[src/hdl/vertex_transform_project_raster_top_defines.svh]
// ----------------------------------------------------------------------------
// Vertex transform assertion macros
// Shared concurrent assertion shorthands clocked on clk_i, disabled in reset.
// ----------------------------------------------------------------------------
`ifndef VERTEX_TRANSFORM_PROJECT_RASTER_TOP_DEFINES_SVH
`define VERTEX_TRANSFORM_PROJECT_RASTER_TOP_DEFINES_SVH

// Same-cycle implication.
`define VTP_ASSERT_NOW(lbl, ante, cons, msg) \
  lbl: assert property (@(posedge clk_i) disable iff (!rst_ni) (ante) |-> (cons)) \
    else $error(msg);

// Next-cycle implication.
`define VTP_ASSERT_NEXT(lbl, ante, cons, msg) \
  lbl: assert property (@(posedge clk_i) disable iff (!rst_ni) (ante) |=> (cons)) \
    else $error(msg);

`endif

[src/hdl/vtp_pkg.sv]
// ----------------------------------------------------------------------------
// vtp_pkg
// Constants shared by the vertex transform and projection pipeline.
// ----------------------------------------------------------------------------
`default_nettype none
package vtp_pkg;

  localparam int unsigned COORD_WIDTH_DEF = 16;

  // Configuration register indexes (byte address / 8).
  localparam logic [2:0] REG_ROT_X   = 3'd0;
  localparam logic [2:0] REG_ROT_Y   = 3'd1;
  localparam logic [2:0] REG_ROT_Z   = 3'd2;
  localparam logic [2:0] REG_TRANS   = 3'd3;
  localparam logic [2:0] REG_FOCAL   = 3'd4;
  localparam logic [2:0] REG_RES_X   = 3'd5;
  localparam logic [2:0] REG_RES_Y   = 3'd6;

  // Reset values: identity rotation, no translation, unit focal depth, VGA.
  localparam logic [47:0] ROT_X_RST  = 48'd16384;
  localparam logic [47:0] ROT_Y_RST  = 48'd1073741824;
  localparam logic [47:0] ROT_Z_RST  = 48'd70368744177664;
  localparam logic [47:0] TRANS_RST  = 48'd0;
  localparam logic [15:0] FOCAL_RST  = 16'd256;
  localparam logic [12:0] RES_X_RST  = 13'd640;
  localparam logic [12:0] RES_Y_RST  = 13'd480;

endpackage
`default_nettype wire

[src/hdl/vtp_div.sv]
// ----------------------------------------------------------------------------
// vtp_div
// Pipelined restoring divider: one quotient bit per stage, truncating.
// ----------------------------------------------------------------------------
`default_nettype none
module vtp_div
  import vtp_pkg::*;
#(
  parameter int unsigned W     = COORD_WIDTH_DEF,
  parameter int unsigned NUM_W = COORD_WIDTH_DEF + 37,
  parameter int unsigned DEN_W = COORD_WIDTH_DEF + 14
) (
  input  wire logic                    clk_i,
  input  wire logic                    en_i,
  input  wire logic signed [NUM_W-1:0] num_i,
  input  wire logic        [DEN_W-1:0] den_i,
  output logic             [W-1:0]     q_o,
  output logic                         neg_o,
  output logic                         ovf_o
);

  localparam int unsigned CMP_W = (NUM_W > DEN_W + W) ? NUM_W : DEN_W + W;

  logic [NUM_W-1:0] rem_q [W+1];
  logic [DEN_W-1:0] den_q [W+1];
  logic [W-1:0]     quo_q [W+1];
  logic             neg_q [W+1];
  logic             ovf_q [W+1];

  logic [NUM_W-1:0] mag;
  assign mag = num_i[NUM_W-1] ? NUM_W'(-num_i) : NUM_W'(num_i);

  // First stage: magnitude and sign, and a flag when the quotient reaches 2^W.
  always_ff @(posedge clk_i) begin
    if (en_i) begin
      rem_q[0] <= mag;
      den_q[0] <= den_i;
      quo_q[0] <= '0;
      neg_q[0] <= num_i[NUM_W-1];
      ovf_q[0] <= CMP_W'(mag) >= (CMP_W'(den_i) << W);
    end
  end

  for (genvar k = 1; k <= W; k++) begin : g_stage
    logic [CMP_W-1:0] rem_ext;
    logic [CMP_W-1:0] trial;
    assign rem_ext = CMP_W'(rem_q[k-1]);
    assign trial   = CMP_W'(den_q[k-1]) << (W - k);

    always_ff @(posedge clk_i) begin
      if (en_i) begin
        if (rem_ext >= trial) begin
          rem_q[k] <= NUM_W'(rem_ext - trial);
          quo_q[k] <= quo_q[k-1] | (W'(1) << (W - k));
        end else begin
          rem_q[k] <= rem_q[k-1];
          quo_q[k] <= quo_q[k-1];
        end
        den_q[k] <= den_q[k-1];
        neg_q[k] <= neg_q[k-1];
        ovf_q[k] <= ovf_q[k-1];
      end
    end
  end

  assign q_o   = quo_q[W];
  assign neg_o = neg_q[W];
  assign ovf_o = ovf_q[W];

endmodule
`default_nettype wire

[config.mk]
export PLATFORM = sky130hd
export DESIGN_NAME = vtp_div
export DESIGN_NICKNAME = d
export VERILOG_FILES = /design/src/hdl/vertex_transform_project_raster_top_defines.svh /design/src/hdl/vtp_pkg.sv /design/src/hdl/vtp_div.sv
export SDC_FILE = /design/constraint.sdc
export NUM_CORES = 2
export LEC_CHECK = 0
export ABC_AREA = 1
export BUFFER_PORTS_ARGS = -buffer_cell sky130_fd_sc_hd__buf_2
export CAP_MARGIN = 20
export CELL_PAD_IN_SITES_DETAIL_PLACEMENT = 2
export CELL_PAD_IN_SITES_GLOBAL_PLACEMENT = 2
export CORE_MARGIN = 5
export CORE_UTILIZATION = 39
export CTS_CLUSTER_SIZE = 8
export DETAILED_ROUTE_END_ITERATION = 7
export PLACE_DENSITY_LB_ADDON = 0.1
export SLEW_MARGIN = 30
export SYNTH_ARGS = -nofsm -noshare
export SYNTH_HDL_FRONTEND = slang
export SYNTH_SLANG_ARGS = --single-unit
export TNS_END_PERCENT = 5
[constraint.sdc]
create_clock -name clk_i -period 3.7 [get_ports clk_i]
set_input_delay 0.555 -clock clk_i [delete_from_list [all_inputs] [get_ports clk_i]]
set_output_delay 0.555 -clock clk_i [all_outputs]
set_load 0.02 [all_outputs]
==> impl_metrics.yaml <==
status:
  outcome: "finished with violations"
  violations: "setup timing"
floorplan:
  die-area_sq_um: 268000
  ioPinCount: 103
  fp.dieH_microns: 518
  initial_core_util_pct: 39.2
  die_width_microns: 518
  num_rows: 186
  core_area_sq_um: 257000
synth:
  ys_ff_latch: 1498
  syn_nets: 13327
  synth_ff_type: "edfxtp_1"
  ys_warn_count: 0
  synth_edf_count: 1498
  syn_area_per_cell_sq_um: 7.91
  synth-async-reset-ratio_pct: 0
  syn_area_sq_um: 101000
  seq_area_frac_synth_pct: 44.7
  syn-instance-count: 12716
  yosys.cell_types.count: 64
critical_path:
  r2r-start: "den_q[0][124]"
  start_kind: "flop"
  worstSetupPathType: "flop to flop"
  worstSetupStartpoint: "den_q[0][124]"
  critPathMaxFanout: 4
  worst-endpoint-arrival_ns: 4.31
  critPathRequiredTime_ns: 4.31
  end_kind: "flop"
finish:
  final_util_pct: 44.1
  area_growth_pct: 12.6
  final_common_cell: "nand2_1"
  fillers: 29236
  multi_input_area_sq_um: 46600
  final_cell_mix: "nand2_1 (3223), inv_1 (2072), nor2_1 (1622), edfxtp_1 (1498), a21oi_1 (713)"
  seq_area_sq_um: 45000
  fin_area_sq_um: 113000
  final_nets: 13887
  final_cells: 16719
  layout-drive-gt1-share_pct: 7.33
drt:
  detail_route.vias_per_cell: 5.78
  drt_wl_total_microns: 516000
  wl_per_cell_microns: 30.9
  drt_pass1_iterations: 5
  routed-via-count: 96578
  drt_iter0_drc: 7959
  drc: 0
  ant_nets: 0
global_routing:
  grt_pass1_wl_microns: 737000
  grt_max_degree: 143
  grt_antenna_before_repair: 37
  grt_remaining_overflow: 0
  grtUsageMet1_pct: 44.2
  grt_pass1_vias: 104892
  use_met3_pct: 5.19
  grt_usage_pct: 37.2
  met2_usage_pct: 63.4
  grt_busiest_layer: "met2"
placed_design:
  placedCellCount: 16404
  port_buffers: 102
  place.gp.congestion: 1.01
  place_area_sq_um: 107000
  dp_hpwl_microns: 432000
  dp_slack_ns: -0.211
clock_network:
  cts_buffers: 219
  cts_root_buf: "clkbuf_16"
  cts-htree-levels: 4
  tritoncts: "done"
  clk_latency_ns: 0.92
  path_clk_slew_ns: 0.05
  clock-sinks: 1498
  clk_path_buf_depth: 4
sta:
  worst_slew_pin_slew_ns: 1.06
  finalSetupViolCount: 1
  finalMaxSlewViolations: 0
  rsz0062_at_grt: "no"
  fin_ws_ns: -0.00637
  period_needed_ns: 3.71
  skew_ns: 0.0779
  hold_violations: 0
  timing.hold.ws_ns: 0.105
  relSlewSlack_pct: 28.9
  clock.fmax_mhz: 270
  fin_crit_sh_pct: 100
pwr:
  p_clk_share_pct: 20.9
  power_density_nw_per_um2: 776
  p_leak_nw: 49.1
  power_frac_seq_pct: 32.4
  ir_drop_v: 0.000427
  p_switching_mw: 41.4
  comb_power_share_pct: 46.7
  swShare_pct: 47.2
  p_int_mw: 46.4
hold_path:
  worstHoldPathType: "input port to flop"
  min-delay-start: "num_i[0]"
job:
  maxCapViolCount: 0
==> repair_timing <==
action                     CTS  global route
setup buffers                0             5
hold endpoints to repair    30             0
gates resized for setup      0             1
hold buffers                30             0
setup endpoints to repair    0             7
==> flip-flops by register name (all words and copies together) (netlist names) <==
| name | cells |
|---|---|
| den_q | 480 |
| ovf_q | 17 |
| quo_q | 136 |
| rem_q | 848 |
| neg_q | 17 |
==> area by class of cell <==
class / count / share of cell area (%)
Antenna cell: 20 / 0.0442
Clock inverter: 20 / 0.122
Sequential cell: 1498 / 39.7
Tap cell: 3384 / 3.74
Timing Repair Buffer: 458 / 3.12
Clock buffer: 240 / 4.97
Multi-Input combinational cell: 8964 / 41.2
Inverter: 2135 / 7.10
==> layer usage <==
layer	up-vias	wire length, microns	share of wire [%]
li1	42907	-	-
met1	48889	202000	39
met2	3485	245000	47
met3	1281	28900	5.6
met4	16	40500	7.8
met5	-	106	0.021
==> stage by stage <==
step	setup TNS, ns	power [mW]
4_1_cts	0	87.1
5_1_grt	0	91.3
3_5_place_dp	-0.211	68.2
2_1_floorplan	0	48.9
3_3_place_gp	-0.328	66.0
6_report	-0.00637	87.8
==> synth_stat cells (78+ instances only) <==
cell type  instances  area share, %
edfxtp_1        1498             45
nand3_1          616            3.1
nand3b_1          81           0.60
o21bai_1          78           0.58
xnor2_1          226            2.0
nand2_1         3223             12
xor2_1           175            1.5
a21oi_1          713            3.5
nor2_1          1622            6.1
o21ai_1          203            1.0
o21ai_0          497            2.5
o21ai_2           83           0.72
nor3_1           186           0.93
nand4_1          296            1.8
ha_1             511            6.4
inv_1           2072            7.7
==> cell families after synthesis <==
group                    synth area share [%]
XOR/XNOR                                 3.49
AND/OR/NAND/NOR                          26.6
flip-flops                               44.7
AO/OA/AOI/OAI                            9.63
buffers and inverters                    8.87
adder cells (fa/ha/maj)                  6.66
==> worst paths after layout <==
check	depth (start not counted)	endpoint	slack, ns
hold / removal	2	rem_q[0][0]	0.10
setup reg to reg	13	rem_q[5][52]	-0.006
hold reg to reg	0	ovf_q[0][3]	0.35
setup / recovery	13	rem_q[5][52]	-0.006
==> power by group through the flow <==
| stage | sequential, mW | clock, mW | combinational [mW] |
|---|---|---|---|
| 2_1_floorplan | 25.3 | 0 | 23.6 |
| 3_3_place_gp | 28.3 | 0 | 37.7 |
| 3_5_place_dp | 28.5 | 0 | 39.7 |
| 4_1_cts | 28.3 | 18.5 | 40.2 |
| 5_1_grt | 28.4 | 19.3 | 43.7 |
| 6_report | 28.5 | 18.3 | 41.0 |
==> critical path: stages, from the launching register on <==
cell	delay, ns
edfxtp_1	0.42
inv_1	0.09
ha_1	0.35
a21oi_1	0.34
o21ai_0	0.19
nor2_1	0.63
inv_2	0.11
nand2_1	0.09
nand2_1	0.14
nand2_1	0.12
nand2_1	0.19
a21boi_1	0.46
or2_2	0.21
nand2_1	0.06
No activity file was read; power rests on OpenSTA's default activity.
